## src/rtl/itpa_pkg.sv

```systemverilog
// ----------------------------------------------------------------------------
// itpa_pkg
// Shared types, constants and helpers of the padded integer formatter.
// ----------------------------------------------------------------------------
package itpa_pkg;

  localparam int DEF_VALUE_BITS  = 64;
  localparam int DEF_DIGIT_DEPTH = 22;
  localparam int DEF_MAX_WIDTH   = 64;

  localparam int MAX_PRECISION = 61;
  localparam int MAX_RESULTS   = 64;

  // input transaction layout, lowest bit first
  localparam int IN_BITS  = 88;
  localparam int OUT_BITS = 8;

  localparam logic [1:0] BASE_OCT = 2'd0;
  localparam logic [1:0] BASE_DEC = 2'd1;
  localparam logic [1:0] BASE_HEX = 2'd2;

  localparam logic [1:0] SIGN_NONE  = 2'd0;
  localparam logic [1:0] SIGN_MINUS = 2'd1;
  localparam logic [1:0] SIGN_SPACE = 2'd2;
  localparam logic [1:0] SIGN_PLUS  = 2'd3;

  localparam logic [7:0] CHAR_SPACE = 8'h20;
  localparam logic [7:0] CHAR_MINUS = 8'h2D;
  localparam logic [7:0] CHAR_PLUS  = 8'h2B;
  localparam logic [7:0] CHAR_ZERO  = 8'h30;
  localparam logic [7:0] CHAR_X_UP  = 8'h58;
  localparam logic [7:0] CHAR_X_LO  = 8'h78;
  localparam logic [7:0] CHAR_A_UP  = 8'h41;
  localparam logic [7:0] CHAR_A_LO  = 8'h61;

  typedef enum logic [3:0] {
    ST_IDLE,
    ST_CONV,
    ST_SETUP,
    ST_PRE,
    ST_SIGN,
    ST_PFX0,
    ST_PFXX,
    ST_ZPAD,
    ST_LEAD,
    ST_DIG,
    ST_POST
  } state_t;

  typedef enum logic [2:0] {
    CH_SPACE,
    CH_SIGN,
    CH_ZERO,
    CH_X,
    CH_DIGIT
  } char_sel_t;

  typedef enum logic [1:0] {
    CNT_NONE,
    CNT_PAD,
    CNT_LEAD,
    CNT_DIG
  } cnt_sel_t;

  typedef struct packed {
    logic      load;
    logic      conv;
    logic      setup;
    logic      emit;
    char_sel_t sel;
    cnt_sel_t  dec;
  } ctrl_cmd_t;

  typedef struct packed {
    logic out_free;
    logic conv_last;
    logic last_now;
    logic pre_on;
    logic sign_on;
    logic pfx0_on;
    logic pfxx_on;
    logic zpad_on;
    logic lead_on;
    logic post_on;
    logic pad_one;
    logic lead_one;
    logic dig_one;
  } ctrl_stat_t;

  // digit to ascii, 0-9 then a-f or A-F
  function automatic logic [7:0] digit_char(input logic [3:0] d, input logic upper);
    logic [7:0] base_char;
    base_char = upper ? CHAR_A_UP : CHAR_A_LO;
    if (d < 4'd10) begin
      digit_char = CHAR_ZERO + {4'd0, d};
    end else begin
      digit_char = base_char + {4'd0, d} - 8'd10;
    end
  endfunction

endpackage

```

## src/rtl/itpa_ctrl.sv

```systemverilog
// ----------------------------------------------------------------------------
// itpa_ctrl
// Sequencer: conversion, length setup and the character phases of one field.
// ----------------------------------------------------------------------------
module itpa_ctrl
  import itpa_pkg::*;
(
  input  logic       clk,
  input  logic       rst,
  input  logic       in_valid,
  output logic       in_ready,
  input  ctrl_stat_t stat,
  output ctrl_cmd_t  cmd
);

  state_t state;
  state_t state_next;

  always_ff @(posedge clk) begin
    if (rst) begin
      state <= ST_IDLE;
    end else begin
      state <= state_next;
    end
  end

  always_comb begin
    state_next = state;
    cmd        = '{load: 1'b0, conv: 1'b0, setup: 1'b0, emit: 1'b0,
                   sel: CH_SPACE, dec: CNT_NONE};
    in_ready   = (state == ST_IDLE);
    unique case (state)
      ST_IDLE: begin
        if (in_valid) begin
          cmd.load   = 1'b1;
          state_next = ST_CONV;
        end
      end
      ST_CONV: begin
        cmd.conv = 1'b1;
        if (stat.conv_last) begin
          state_next = ST_SETUP;
        end
      end
      ST_SETUP: begin
        cmd.setup  = 1'b1;
        state_next = ST_PRE;
      end
      ST_PRE: begin
        cmd.sel = CH_SPACE;
        cmd.dec = CNT_PAD;
        if (!stat.pre_on) begin
          state_next = ST_SIGN;
        end else if (stat.out_free) begin
          cmd.emit = 1'b1;
          if (stat.last_now) state_next = ST_IDLE;
          else if (stat.pad_one) state_next = ST_SIGN;
        end
      end
      ST_SIGN: begin
        cmd.sel = CH_SIGN;
        if (!stat.sign_on) begin
          state_next = ST_PFX0;
        end else if (stat.out_free) begin
          cmd.emit   = 1'b1;
          state_next = stat.last_now ? ST_IDLE : ST_PFX0;
        end
      end
      ST_PFX0: begin
        cmd.sel = CH_ZERO;
        if (!stat.pfx0_on) begin
          state_next = ST_PFXX;
        end else if (stat.out_free) begin
          cmd.emit   = 1'b1;
          state_next = stat.last_now ? ST_IDLE : ST_PFXX;
        end
      end
      ST_PFXX: begin
        cmd.sel = CH_X;
        if (!stat.pfxx_on) begin
          state_next = ST_ZPAD;
        end else if (stat.out_free) begin
          cmd.emit   = 1'b1;
          state_next = stat.last_now ? ST_IDLE : ST_ZPAD;
        end
      end
      ST_ZPAD: begin
        cmd.sel = CH_ZERO;
        cmd.dec = CNT_PAD;
        if (!stat.zpad_on) begin
          state_next = ST_LEAD;
        end else if (stat.out_free) begin
          cmd.emit = 1'b1;
          if (stat.last_now) state_next = ST_IDLE;
          else if (stat.pad_one) state_next = ST_LEAD;
        end
      end
      ST_LEAD: begin
        cmd.sel = CH_ZERO;
        cmd.dec = CNT_LEAD;
        if (!stat.lead_on) begin
          state_next = ST_DIG;
        end else if (stat.out_free) begin
          cmd.emit = 1'b1;
          if (stat.last_now) state_next = ST_IDLE;
          else if (stat.lead_one) state_next = ST_DIG;
        end
      end
      ST_DIG: begin
        cmd.sel = CH_DIGIT;
        cmd.dec = CNT_DIG;
        if (stat.out_free) begin
          cmd.emit = 1'b1;
          if (stat.last_now) state_next = ST_IDLE;
          else if (stat.dig_one) state_next = ST_POST;
        end
      end
      ST_POST: begin
        cmd.sel = CH_SPACE;
        cmd.dec = CNT_PAD;
        if (!stat.post_on) begin
          state_next = ST_IDLE;
        end else if (stat.out_free) begin
          cmd.emit = 1'b1;
          if (stat.last_now || stat.pad_one) state_next = ST_IDLE;
        end
      end
      default: begin
        state_next = ST_IDLE;
      end
    endcase
  end

endmodule

```

## src/rtl/itpa_datapath.sv

```systemverilog
// ----------------------------------------------------------------------------
// itpa_datapath
// Request registers, digit conversion, run counters and the output register.
// ----------------------------------------------------------------------------
module itpa_datapath
  import itpa_pkg::*;
#(
  parameter int VALUE_BITS  = DEF_VALUE_BITS,
  parameter int DIGIT_DEPTH = DEF_DIGIT_DEPTH,
  parameter int MAX_WIDTH   = DEF_MAX_WIDTH
) (
  input  logic                clk,
  input  logic                rst,
  input  logic [IN_BITS-1:0]  in_data,
  input  ctrl_cmd_t           cmd,
  output ctrl_stat_t          stat,
  output logic                out_valid,
  input  logic                out_ready,
  output logic [OUT_BITS-1:0] out_data,
  output logic                out_last
);

  // value register rounded up to an even width, two bits per decimal step
  localparam int SB    = ((VALUE_BITS + 1) / 2) * 2;
  localparam int STEPS = SB / 2;
  localparam int SW    = $clog2(STEPS);
  localparam int CW    = $clog2(DIGIT_DEPTH + 1);
  localparam int IW    = $clog2(DIGIT_DEPTH);
  localparam logic [7:0] MAX_W8 = 8'(MAX_WIDTH);

  // request fields
  logic [1:0] base;
  logic [6:0] width_sat;
  logic [5:0] prec;
  logic [1:0] sign_mode;
  logic       left;
  logic       zpad;
  logic       upper;
  logic       alt;

  logic [SB-1:0] val;
  logic [3:0]    digits [DIGIT_DEPTH];
  logic [CW-1:0] ndig;
  logic [SW-1:0] step;

  logic [6:0]    pad_left;
  logic [5:0]    lead_left;
  logic [CW-1:0] dig_left;
  logic [6:0]    len;
  logic [6:0]    cnt;

  logic [6:0] in_width;
  logic [5:0] in_prec;
  logic       is_dec;
  logic       is_hex;
  logic       is_oct;

  logic [3:0]    dd [DIGIT_DEPTH];
  logic [IW-1:0] top_idx;
  logic          grow;
  logic [SB-1:0] val_shift;
  logic [3:0]    small_digit;

  logic [5:0]    lead_val;
  logic [1:0]    pre_len;
  logic [6:0]    body;
  logic [6:0]    pad_val;
  logic [6:0]    total;
  logic [6:0]    len_val;
  logic [CW-1:0] dig_m1;
  logic [7:0]    sign_char;
  logic [7:0]    char_val;

  assign in_width = ({1'b0, in_data[72:66]} > MAX_W8) ? MAX_W8[6:0] : in_data[72:66];
  assign in_prec  = (in_data[78:73] > 6'(MAX_PRECISION)) ? 6'(MAX_PRECISION)
                                                         : in_data[78:73];

  assign is_dec = (base == BASE_DEC);
  assign is_oct = (base == BASE_OCT);
  assign is_hex = !is_dec && !is_oct;

  // two double-dabble steps per cycle, top bits of val shift in
  always_comb begin
    dd = digits;
    for (int s = 0; s < 2; s++) begin
      for (int k = 0; k < DIGIT_DEPTH; k++) begin
        if (dd[k] >= 4'd5) dd[k] = dd[k] + 4'd3;
      end
      for (int k = DIGIT_DEPTH - 1; k > 0; k--) begin
        dd[k] = {dd[k][2:0], dd[k-1][3]};
      end
      dd[0] = {dd[0][2:0], val[SB-1-s]};
    end
  end

  // value at most quadruples per cycle, so the digit count grows by one at most
  assign top_idx = (ndig < CW'(DIGIT_DEPTH)) ? ndig[IW-1:0] : '0;
  assign grow    = (ndig < CW'(DIGIT_DEPTH)) && (dd[top_idx] != 4'd0);

  assign val_shift   = is_hex ? (val >> 4) : (val >> 3);
  assign small_digit = is_hex ? val[3:0] : {1'b0, val[2:0]};

  always_ff @(posedge clk) begin
    if (cmd.load) begin
      val       <= SB'(in_data[VALUE_BITS-1:0]);
      base      <= in_data[65:64];
      width_sat <= in_width;
      prec      <= in_prec;
      sign_mode <= in_data[80:79];
      left      <= in_data[81];
      zpad      <= in_data[82];
      upper     <= in_data[83];
      alt       <= in_data[84];
      step      <= '0;
      if (in_data[65:64] == BASE_DEC) begin
        ndig <= CW'(1);
        for (int k = 0; k < DIGIT_DEPTH; k++) digits[k] <= 4'd0;
      end else begin
        ndig <= '0;
      end
    end else if (cmd.conv) begin
      if (is_dec) begin
        val    <= val << 2;
        digits <= dd;
        step   <= step + 1'b1;
        if (grow) ndig <= ndig + 1'b1;
      end else begin
        val                  <= val_shift;
        digits[ndig[IW-1:0]] <= small_digit;
        ndig                 <= ndig + 1'b1;
      end
    end
  end

  // field lengths
  assign lead_val = (prec > 6'(ndig)) ? (prec - 6'(ndig)) : 6'd0;
  assign pre_len  = alt ? (is_hex ? 2'd2 : (is_oct ? 2'd1 : 2'd0)) : 2'd0;
  assign body     = 7'(sign_mode != SIGN_NONE) + 7'(pre_len) + 7'(lead_val) + 7'(ndig);
  assign pad_val  = (width_sat > body) ? (width_sat - body) : 7'd0;
  assign total    = body + pad_val;
  assign len_val  = (total > 7'(MAX_RESULTS)) ? 7'(MAX_RESULTS) : total;

  always_ff @(posedge clk) begin
    if (cmd.setup) begin
      pad_left  <= pad_val;
      lead_left <= lead_val;
      dig_left  <= ndig;
      len       <= len_val;
      cnt       <= '0;
    end else if (cmd.emit) begin
      cnt <= cnt + 1'b1;
      unique case (cmd.dec)
        CNT_NONE: ;
        CNT_PAD:  pad_left  <= pad_left - 1'b1;
        CNT_LEAD: lead_left <= lead_left - 1'b1;
        CNT_DIG:  dig_left  <= dig_left - 1'b1;
        default:  ;
      endcase
    end
  end

  assign dig_m1 = dig_left - 1'b1;

  always_comb begin
    unique case (sign_mode)
      SIGN_MINUS: sign_char = CHAR_MINUS;
      SIGN_PLUS:  sign_char = CHAR_PLUS;
      default:    sign_char = CHAR_SPACE;
    endcase
  end

  always_comb begin
    unique case (cmd.sel)
      CH_SPACE: char_val = CHAR_SPACE;
      CH_SIGN:  char_val = sign_char;
      CH_ZERO:  char_val = CHAR_ZERO;
      CH_X:     char_val = upper ? CHAR_X_UP : CHAR_X_LO;
      CH_DIGIT: char_val = digit_char(digits[dig_m1[IW-1:0]], upper);
      default:  char_val = CHAR_SPACE;
    endcase
  end

  // output register
  always_ff @(posedge clk) begin
    if (rst) begin
      out_valid <= 1'b0;
    end else if (cmd.emit) begin
      out_valid <= 1'b1;
    end else if (out_ready) begin
      out_valid <= 1'b0;
    end
  end

  always_ff @(posedge clk) begin
    if (cmd.emit) begin
      out_data <= char_val;
      out_last <= stat.last_now;
    end
  end

  always_comb begin
    stat.out_free  = !out_valid || out_ready;
    stat.conv_last = is_dec ? (step == SW'(STEPS - 1))
                            : ((val_shift == '0) || (ndig == CW'(DIGIT_DEPTH - 1)));
    stat.last_now  = (cnt == len - 1'b1);
    stat.pre_on    = !left && !zpad && (pad_left != 7'd0);
    stat.zpad_on   = !left && zpad && (pad_left != 7'd0);
    stat.post_on   = left && (pad_left != 7'd0);
    stat.sign_on   = (sign_mode != SIGN_NONE);
    stat.pfx0_on   = alt && !is_dec;
    stat.pfxx_on   = alt && is_hex;
    stat.lead_on   = (lead_left != 6'd0);
    stat.pad_one   = (pad_left == 7'd1);
    stat.lead_one  = (lead_left == 6'd1);
    stat.dig_one   = (dig_left == CW'(1));
  end

endmodule

```

## src/rtl/integer_to_padded_ascii.sv

```systemverilog
// Steps: the request is accepted, then converted (two double-dabble steps a cycle for
// decimal, one digit a cycle for octal and hex, up to DIGIT_DEPTH digits), then set
// up, then one character a cycle unless m_tready stalls the output, up to 64 in all;
// an empty field section still passes through its own state. One item at a time:
// after the final character is loaded the block is idle and takes the next request.
// Reset: rst clears the sequencer and the output valid; the digit store is not cleared.
// ----------------------------------------------------------------------------
// integer_to_padded_ascii
// Formats an unsigned integer as a padded octal, decimal or hex ascii field.
// ----------------------------------------------------------------------------
module integer_to_padded_ascii
  import itpa_pkg::*;
#(
  parameter int VALUE_BITS  = DEF_VALUE_BITS,
  parameter int DIGIT_DEPTH = DEF_DIGIT_DEPTH,
  parameter int MAX_WIDTH   = DEF_MAX_WIDTH
) (
  input  logic                clk,
  input  logic                rst,
  input  logic                s_tvalid,
  output logic                s_tready,
  // magnitude[63:0], base_sel[65:64], field_width[72:66], min_digits[78:73],
  // sign_mode[80:79], align_left[81], pad_zero[82], upper_hex[83],
  // alt_prefix[84], zero fill[87:85]
  input  logic [IN_BITS-1:0]  s_tdata,
  output logic                m_tvalid,
  input  logic                m_tready,
  // out_char[7:0]
  output logic [OUT_BITS-1:0] m_tdata,
  output logic                m_tlast
);

  ctrl_cmd_t  cmd;
  ctrl_stat_t stat;

  itpa_ctrl u_ctrl (
    .clk      (clk),
    .rst      (rst),
    .in_valid (s_tvalid),
    .in_ready (s_tready),
    .stat     (stat),
    .cmd      (cmd)
  );

  itpa_datapath #(
    .VALUE_BITS  (VALUE_BITS),
    .DIGIT_DEPTH (DIGIT_DEPTH),
    .MAX_WIDTH   (MAX_WIDTH)
  ) u_datapath (
    .clk       (clk),
    .rst       (rst),
    .in_data   (s_tdata),
    .cmd       (cmd),
    .stat      (stat),
    .out_valid (m_tvalid),
    .out_ready (m_tready),
    .out_data  (m_tdata),
    .out_last  (m_tlast)
  );

endmodule

```

## config.mk

```make
export PLATFORM = sky130hd
export DESIGN_NAME = integer_to_padded_ascii
export DESIGN_NICKNAME = d
export VERILOG_FILES = /design/src/rtl/itpa_pkg.sv /design/src/rtl/itpa_ctrl.sv /design/src/rtl/itpa_datapath.sv /design/src/rtl/integer_to_padded_ascii.sv
export SDC_FILE = /design/constraint.sdc
export NUM_CORES = 1
export LEC_CHECK = 0
export ABC_AREA = 1
export BUFFER_PORTS_ARGS = -buffer_cell sky130_fd_sc_hd__buf_2
export CAP_MARGIN = 10
export CORE_UTILIZATION = 35
export CTS_BUF_LIST = sky130_fd_sc_hd__clkbuf_8
export CTS_CLUSTER_SIZE = 8
export DETAILED_ROUTE_END_ITERATION = 10
export GPL_TIMING_DRIVEN = 0
export PLACE_DENSITY_LB_ADDON = 0.1
export SETUP_SLACK_MARGIN = 0.3
export SYNTH_ARGS = -nofsm -noshare
export SYNTH_HDL_FRONTEND = slang
export SYNTH_SLANG_ARGS = --single-unit
```

## constraint.sdc

```tcl
create_clock -name clk -period 12 [get_ports clk]
set_clock_uncertainty 0.15 [all_clocks]
set_input_delay 1.8 -clock clk [delete_from_list [all_inputs] [get_ports clk]]
set_output_delay 1.8 -clock clk [all_outputs]
set_load 0.005 [all_outputs]
```

==> results of run 1 <==
final cells by class:
cell class              instances  area [um2]
fillers                      6016       34200
multi-input cells            2153       11400
flip-flops and latches        228        6680
inverters                     394        1480
well taps                     756         946
clock buffers                  47         647
repair buffers                100         523
plain buffers                  95         488
clock inverters                32         143
registers in the layout (all words and copies together) (netlist names), 5 cells and up:
signal                flops
u_datapath.digits        88
u_datapath.val           64
u_datapath.cnt            7
u_datapath.len            7
u_datapath.out_data       7
u_datapath.pad_left       7
u_datapath.width_sat      7
u_datapath.lead_left      6
u_datapath.prec           6
u_datapath.dig_left       5
u_datapath.ndig           5
u_datapath.step           5
worst max-delay path, delay by kind of cell, from the launching register on:
kind            cells  cell delay [ns]
fa+ha+maj           8             2.75
simple gates       11             1.07
xor+xnor            2             0.52
flops               1             0.68
compound gates      9             1.23
buf+inv             8             0.69
cells in the mapped netlist (all sizes together) (2+ instances only):
cell     number
o2bb2ai       3
xnor2        18
a21o          2
nor2        264
nand3       269
o21ai       287
o21a          2
edfxtp      211
o22ai        68
buf          52
and2          4
o221ai        4
fa            7
a211oi       12
a22oi         3
xor2         19
clkbuf       43
or2          22
nor3         16
mux2i        16
dfxtp        17
a31oi         7
a31o          8
a32o         16
a221oi        9
inv         392
clkinv        2
a21oi       119
o211ai       11
o311ai        2
ha          132
nand4        49
nand2       758
nand3b       17
o21bai        2
per-stage QoR:
stage / cells / hold slack, ns / worst slack [ns]
after floorplan: 2870 / 0.296 / 5.74
after global placement: 3724 / 0.327 / 4.63
after detailed placement: 3725 / 0.327 / 4.65
after CTS: 3804 / 0.337 / 4.55
after global routing: 3805 / 0.368 / 3.95
final: 3805 / 0.330 / 4.59
kinds of logic after synthesis:
group | after synthesis
other | 1
xor gates and xnor gates | 37
and+or+nand+nor | 1401
muxes | 16
adders and majority gates | 139
buffers and inverters | 489
DFF | 228
AOI/OAI and AO/OA | 559
worst max-delay path by stage:
stage / from / end / slack [ns] / cells past startpoint
after CTS: u_datapath.ndig[0] / u_datapath.len[4] / 4.55 / 38
after global routing: u_datapath.ndig[0] / u_datapath.len[4] / 3.95 / 38
final: u_datapath.ndig[0] / u_datapath.len[4] / 4.59 / 38
after floorplan: u_datapath.ndig[0] / u_datapath.len[0] / 5.74 / 38
after global placement: u_datapath.ndig[0] / u_datapath.len[0] / 4.63 / 38
after detailed placement: u_datapath.ndig[0] / u_datapath.len[4] / 4.65 / 38
metal layers:
| metal | up-vias | part of all wire | GRT usage |
|---|---|---|---|
| met1 | 9743 | 0.43 | 0.359 |
| met5 | - | 0.00018 | 0 |
| met2 | 934 | 0.44 | 0.416 |
| met4 | 2 | 0.036 | 0.101 |
| li1 | 9972 | - | - |
| met3 | 180 | 0.086 | 0.0418 |
==> metrics.txt, run 1 <==
# TYPE chip_impl_metric gauge
chip_impl_metric{name="drt_first_pass_iters",unit=""} 6
chip_impl_metric{name="complex_gate_fraction_of_the_synthesized_area",unit=""} 0.158
chip_impl_metric{name="portBuffers",unit=""} 98
chip_impl_metric{name="die_x",unit="um"} 241
chip_impl_info{name="layout.cells.most_common",value="sky130_fd_sc_hd__nand2_1"} 1
chip_impl_metric{name="clock_insertion_delay_worst_skew",unit="ns"} 0.65
chip_impl_info{name="setup_repair_after_global_routing_missed_its_margin",value="false"} 1
chip_impl_metric{name="setup_violations",unit=""} 0
chip_impl_info{name="r2r_start",value="u_datapath.ndig[0]"} 1
chip_impl_metric{name="holdBufCountCts",unit=""} 0
chip_impl_metric{name="post_synth_edffs",unit=""} 211
chip_impl_metric{name="cap_viol_max_count",unit=""} 0
chip_impl_metric{name="synthDominantCellAreaShare",unit=""} 0.316
chip_impl_metric{name="fin_tns_setup",unit="ns"} 0
chip_impl_metric{name="vias_in_the_first_global_route",unit=""} 19400
chip_impl_info{name="post-synth-top-area-cell",value="sky130_fd_sc_hd__edfxtp_1"} 1
chip_impl_metric{name="post_synth_xor_area_fraction",unit=""} 0.0169
chip_impl_metric{name="finish.utilization",unit=""} 0.395
chip_impl_metric{name="maxSlewHeadroom",unit=""} 0.146
chip_impl_metric{name="synth-async-reset-ratio",unit=""} 0
chip_impl_info{name="criticalPathCategory",value="reg2reg"} 1
chip_impl_metric{name="ioPinCount",unit=""} 103
chip_impl_info{name="clock_tree_from_tritoncts",value="built"} 1
chip_impl_info{name="cp-start-kind",value="flip-flop"} 1
chip_impl_metric{name="cts-root-to-sink-buffers",unit=""} 3
chip_impl_metric{name="synth_fa_ha_area_frac",unit=""} 0.0895
chip_impl_metric{name="post-route-cell-area",unit="um2"} 22300
chip_impl_metric{name="yosys-mux-area-fraction",unit=""} 0.00800
chip_impl_metric{name="place_hpwl",unit="um"} 57900
chip_impl_metric{name="core",unit="um2"} 56500
chip_impl_metric{name="htree_levels",unit=""} 2
chip_impl_metric{name="clkSinkCount",unit=""} 228
chip_impl_metric{name="dpl_cell_area",unit="um2"} 21500
chip_impl_info{name="cp_slowest_cell",value="sky130_fd_sc_hd__edfxtp_1"} 1
chip_impl_metric{name="wire_per_inst",unit="um"} 20.3
chip_impl_info{name="worst_setup_ep_type",value="flip-flop"} 1
chip_impl_info{name="hold_path.class",value="reg2reg"} 1
chip_impl_metric{name="initial_utilization",unit=""} 0.355
chip_impl_metric{name="regToRegSetupSlack",unit="ns"} 4.59
chip_impl_metric{name="fraction_of_the_mapped_netlist_area_in_simple_logic_gates",unit=""} 0.296
chip_impl_metric{name="synth_area",unit="um2"} 20000
chip_impl_metric{name="hold_path_depth",unit=""} 2
chip_impl_metric{name="syn_avg_cell_area",unit="um2"} 6.98
chip_impl_metric{name="placement_rows",unit=""} 87
chip_impl_metric{name="final_number_of_hold_violating_endpoints",unit=""} 0
chip_impl_metric{name="antenna_violating_nets_post_route",unit=""} 0
chip_impl_metric{name="wire_length_of_the_first_global_routing_pass",unit="um"} 115000
chip_impl_metric{name="crit_path_max_incr_delay",unit="ns"} 0.68
chip_impl_metric{name="detailed_route_vias_per_instance",unit=""} 5.47
chip_impl_metric{name="final_max_slew_viol_count",unit=""} 0
chip_impl_info{name="largest_family_of_logic_cells_by_synthesized_area",value="simple AND/OR/NAND/NOR gates"} 1
chip_impl_metric{name="synthToLayoutAreaGrowth",unit="%"} 11.3
chip_impl_metric{name="die-area",unit="um2"} 58200
chip_impl_metric{name="final_period_minus_worst_setup_slack",unit="ns"} 7.41
chip_impl_info{name="dominantRegCellSynth",value="sky130_fd_sc_hd__edfxtp_1"} 1
chip_impl_info{name="run_status",value="complete, no violations"} 1
chip_impl_metric{name="routabilityCongestion",unit=""} 0.973
chip_impl_metric{name="post_synth_inst_count",unit=""} 2870
chip_impl_metric{name="num_antenna_cells",unit=""} 0
chip_impl_metric{name="ff2ff_path_depth",unit=""} 38
chip_impl_metric{name="required",unit="ns"} 12.18
chip_impl_metric{name="grt_use_total",unit=""} 0.263
chip_impl_metric{name="synth_seq_cells",unit=""} 228
chip_impl_info{name="clockRootBuffer",value="sky130_fd_sc_hd__clkbuf_8"} 1
chip_impl_metric{name="synth-seq-area-share",unit=""} 0.333
chip_impl_metric{name="worst_slew_pin_tran",unit="ns"} 1.28
chip_impl_metric{name="grt_antenna_before_repair",unit=""} 1
chip_impl_info{name="hold_end",value="u_datapath.step[3]"} 1
chip_impl_metric{name="worst-endpoint-arrival",unit="ns"} 7.59
chip_impl_metric{name="global_route.overflow_total",unit=""} 0
chip_impl_metric{name="cts_resized",unit=""} 0
chip_impl_metric{name="clock.fmax",unit="MHz"} 135
chip_impl_metric{name="design.final.nets",unit=""} 3248
chip_impl_metric{name="post-route-period-util",unit=""} 0.617
chip_impl_metric{name="first_iter_violations",unit=""} 1808
chip_impl_metric{name="routed_wl",unit="um"} 77200
chip_impl_metric{name="drive_gt1_frac",unit=""} 0.0846
chip_impl_info{name="critical-path-top-cell-by-count",value="sky130_fd_sc_hd__inv_1"} 1
chip_impl_metric{name="synth_cell_type_count",unit=""} 55
chip_impl_metric{name="fp.dieH",unit="um"} 241
chip_impl_metric{name="vias",unit=""} 20831
chip_impl_metric{name="maximum_net_fanout_on_the_critical_path",unit=""} 9
chip_impl_info{name="top_library_cells_by_usage_in_the_layout_fill_and_taps_aside",value="755 x sky130_fd_sc_hd__nand2_1, 396 x sky130_fd_sc_hd__inv_1, 269 x sky130_fd_sc_hd__nand3_1"} 1
chip_impl_metric{name="drc",unit=""} 0
chip_impl_metric{name="grt_max_degree",unit=""} 65
chip_impl_info{name="worstHoldStart",value="u_datapath.step[3]"} 1
chip_impl_metric{name="yosysWarningCount",unit=""} 0
chip_impl_info{name="post_synth_main_area_contributors",value="sky130_fd_sc_hd__edfxtp_1 32%, sky130_fd_sc_hd__nand2_1 14%, sky130_fd_sc_hd__ha_1 8.2%, sky130_fd_sc_hd__inv_1 7.2%, sky130_fd_sc_hd__nand3_1 6.7%"} 1
chip_impl_metric{name="postSynthNetCount",unit=""} 3101
chip_impl_metric{name="number_of_buffers_added_by_the_clock_tree_synthesis_step",unit=""} 45
chip_impl_metric{name="cts_post_setup_buffers_inserted",unit=""} 0
chip_impl_metric{name="clk_pin_slew",unit="ns"} 0.06
chip_impl_info{name="timing.rr.end",value="u_datapath.len[4]"} 1
Power of run 1 is not shown: default switching activity piles up to over one toggle a cycle in this logic, so the estimate is an artifact.
==> run 2: changes to the inputs <==
- clock period: 12 -> 6.9 ns (I/O delays scaled with it)
==> run 2 against run 1 <==
Net effect:
- clock-buffer cell count stayed put
- sequential cell count unchanged
- register-to-register slack worse by 4.0 ns
- utilization increased by 0.65 points
- setup slack got worse by 4.0 ns
- fmax is 17% higher
- critical endpoint is now u_datapath.len[6]
- largest cell class unchanged
==> metrics.txt, run 2 (same netlist as run 1, synthesis figures left out) <==
# TYPE chip_impl_metric gauge
chip_impl_metric{name="die-area",unit="um2"} 58200
chip_impl_metric{name="maxSlewHeadroom",unit=""} 0.168
chip_impl_metric{name="cts-root-to-sink-buffers",unit=""} 3
chip_impl_metric{name="antenna_violating_nets_post_route",unit=""} 0
chip_impl_metric{name="synthToLayoutAreaGrowth",unit="%"} 13.2
chip_impl_metric{name="routed_wl",unit="um"} 78100
chip_impl_info{name="top_library_cells_by_usage_in_the_layout_fill_and_taps_aside",value="752 x sky130_fd_sc_hd__nand2_1, 390 x sky130_fd_sc_hd__inv_1, 269 x sky130_fd_sc_hd__nand3_1"} 1
chip_impl_metric{name="portBuffers",unit=""} 98
chip_impl_metric{name="core",unit="um2"} 56500
chip_impl_metric{name="fin_tns_setup",unit="ns"} 0
chip_impl_info{name="clockRootBuffer",value="sky130_fd_sc_hd__clkbuf_8"} 1
chip_impl_metric{name="final_period_minus_worst_setup_slack",unit="ns"} 6.34
chip_impl_info{name="criticalPathCategory",value="reg2reg"} 1
chip_impl_metric{name="global_route.overflow_total",unit=""} 0
chip_impl_metric{name="grt_max_degree",unit=""} 65
chip_impl_info{name="largestRegisters",value="u_datapath.digits (88), u_datapath.val (64)"} 1
chip_impl_metric{name="required",unit="ns"} 7.11
chip_impl_metric{name="vias_in_the_first_global_route",unit=""} 19471
chip_impl_metric{name="final_number_of_hold_violating_endpoints",unit=""} 0
chip_impl_metric{name="grt_use_total",unit=""} 0.264
chip_impl_metric{name="vias",unit=""} 21025
chip_impl_metric{name="wire_length_of_the_first_global_routing_pass",unit="um"} 115000
chip_impl_metric{name="fp.dieH",unit="um"} 241
chip_impl_info{name="hold_path.class",value="reg2reg"} 1
chip_impl_info{name="clock_tree_from_tritoncts",value="built"} 1
chip_impl_metric{name="routabilityCongestion",unit=""} 0.973
chip_impl_metric{name="drc",unit=""} 0
chip_impl_metric{name="first_iter_violations",unit=""} 1923
chip_impl_metric{name="die_x",unit="um"} 241
chip_impl_info{name="registers.top_by_ff_count",value="u_datapath.digits"} 1
chip_impl_metric{name="initial_utilization",unit=""} 0.355
chip_impl_metric{name="clkSinkCount",unit=""} 228
chip_impl_info{name="cp-start-kind",value="flip-flop"} 1
chip_impl_info{name="cp_slowest_cell",value="sky130_fd_sc_hd__fa_2"} 1
chip_impl_info{name="worst_setup_ep_type",value="flip-flop"} 1
chip_impl_metric{name="final_layout_fill_cell_count",unit=""} 5978
chip_impl_metric{name="drive_gt1_frac",unit=""} 0.105
chip_impl_metric{name="holdBufCountCts",unit=""} 0
chip_impl_metric{name="flip_flop_count_of_the_largest_register_all_copies_and_words_added",unit=""} 88
chip_impl_metric{name="wire_per_inst",unit="um"} 20.4
chip_impl_metric{name="drt_first_pass_iters",unit=""} 6
chip_impl_metric{name="num_antenna_cells",unit=""} 0
chip_impl_info{name="setup_repair_after_global_routing_missed_its_margin",value="true"} 1
chip_impl_metric{name="htree_levels",unit=""} 2
chip_impl_info{name="run_status",value="complete, no violations"} 1
chip_impl_metric{name="detailed_route_vias_per_instance",unit=""} 5.49
chip_impl_metric{name="cap_viol_max_count",unit=""} 0
chip_impl_metric{name="ioPinCount",unit=""} 103
chip_impl_metric{name="clk_pin_slew",unit="ns"} 0.06
chip_impl_metric{name="design.final.nets",unit=""} 3271
chip_impl_metric{name="setup_violations",unit=""} 0
chip_impl_metric{name="crit_path_max_incr_delay",unit="ns"} 0.50
chip_impl_metric{name="placement_rows",unit=""} 87
chip_impl_metric{name="final_max_slew_viol_count",unit=""} 0
chip_impl_metric{name="post-route-period-util",unit=""} 0.919
chip_impl_metric{name="worst_slew_pin_tran",unit="ns"} 1.24
chip_impl_metric{name="number_of_buffers_added_by_the_clock_tree_synthesis_step",unit=""} 45
chip_impl_metric{name="maximum_net_fanout_on_the_critical_path",unit=""} 7
chip_impl_metric{name="place_hpwl",unit="um"} 57900
chip_impl_metric{name="clock_insertion_delay_worst_skew",unit="ns"} 0.65
chip_impl_metric{name="grt_antenna_before_repair",unit=""} 1
chip_impl_info{name="layout.cells.most_common",value="sky130_fd_sc_hd__nand2_1"} 1
chip_impl_info{name="critical-path-top-cell-by-count",value="sky130_fd_sc_hd__inv_2"} 1
chip_impl_metric{name="worst-endpoint-arrival",unit="ns"} 6.55
chip_impl_metric{name="clock.fmax",unit="MHz"} 158
[run 2: final timing paths]
| check | startpoint | end | slack (ns) | depth (start not counted) |
|---|---|---|---|---|
| worst max-delay path | u_datapath.prec[0] | u_datapath.len[6] | 0.56 | 40 |
| worst min-delay path | u_datapath.step[3] | u_datapath.step[3] | 0.33 | 2 |
| worst min register to register | u_datapath.step[3] | u_datapath.step[3] | 0.33 | 2 |
| worst max register to register | u_datapath.prec[0] | u_datapath.len[6] | 0.56 | 40 |
[run 2: worst max-delay path: cells and delay by family (launching register included)]
family / cells / cell delay (ns)
adders and majority gates: 8 / 2.49
buffers and inverters: 11 / 0.87
AOI/OAI and AO/OA: 8 / 0.83
xor gates and xnor gates: 2 / 0.35
DFF: 1 / 0.36
and+or+nand+nor: 11 / 1.00
[run 2: metrics by stage]
stage | instances | util | worst slack, ns | instance area [um2] | hold WS [ns]
2_1_floorplan | 2870 | - | 0.637 | 20000 | 0.296
3_3_place_gp | 3724 | 0.380 | -0.473 | 21500 | 0.327
3_5_place_dp | 3725 | 0.381 | -0.455 | 21500 | 0.327
4_1_cts | 3812 | 0.397 | 0.351 | 22400 | 0.337
5_1_grt | 3828 | 0.401 | 0.248 | 22700 | 0.368
6_report | 3828 | 0.401 | 0.561 | 22700 | 0.330
[run 2: layer usage]
metal,GRT usage,part of all wire,vias up
met5,0,0.00018,-
met2,0.418,0.45,989
li1,-,-,10023
met1,0.359,0.43,9830
met4,0.101,0.036,2
met3,0.0420,0.087,181
[run 2: layout make-up]
| cell class | instances | area [um2] | area share |
|---|---|---|---|
| repair buffers | 123 | 699 | 0.0309 |
| well taps | 756 | 946 | 0.0417 |
| plain buffers | 95 | 492 | 0.0217 |
| clock buffers | 47 | 647 | 0.0285 |
| flip-flops and latches | 228 | 6680 | 0.295 |
| multi-input cells | 2153 | 11600 | 0.511 |
| clock inverters | 32 | 143 | 0.00629 |
| inverters | 394 | 1490 | 0.0656 |
[run 2: what timing repair did]
| item | CTS | global route |
|---|---|---|
| endpoints found under the setup margin | 7 | 7 |
| gates resized for setup | 13 | 40 |
| setup buffers | 8 | 15 |
| pin swaps | 4 | 26 |
Power of run 2 is left out for the same reason.
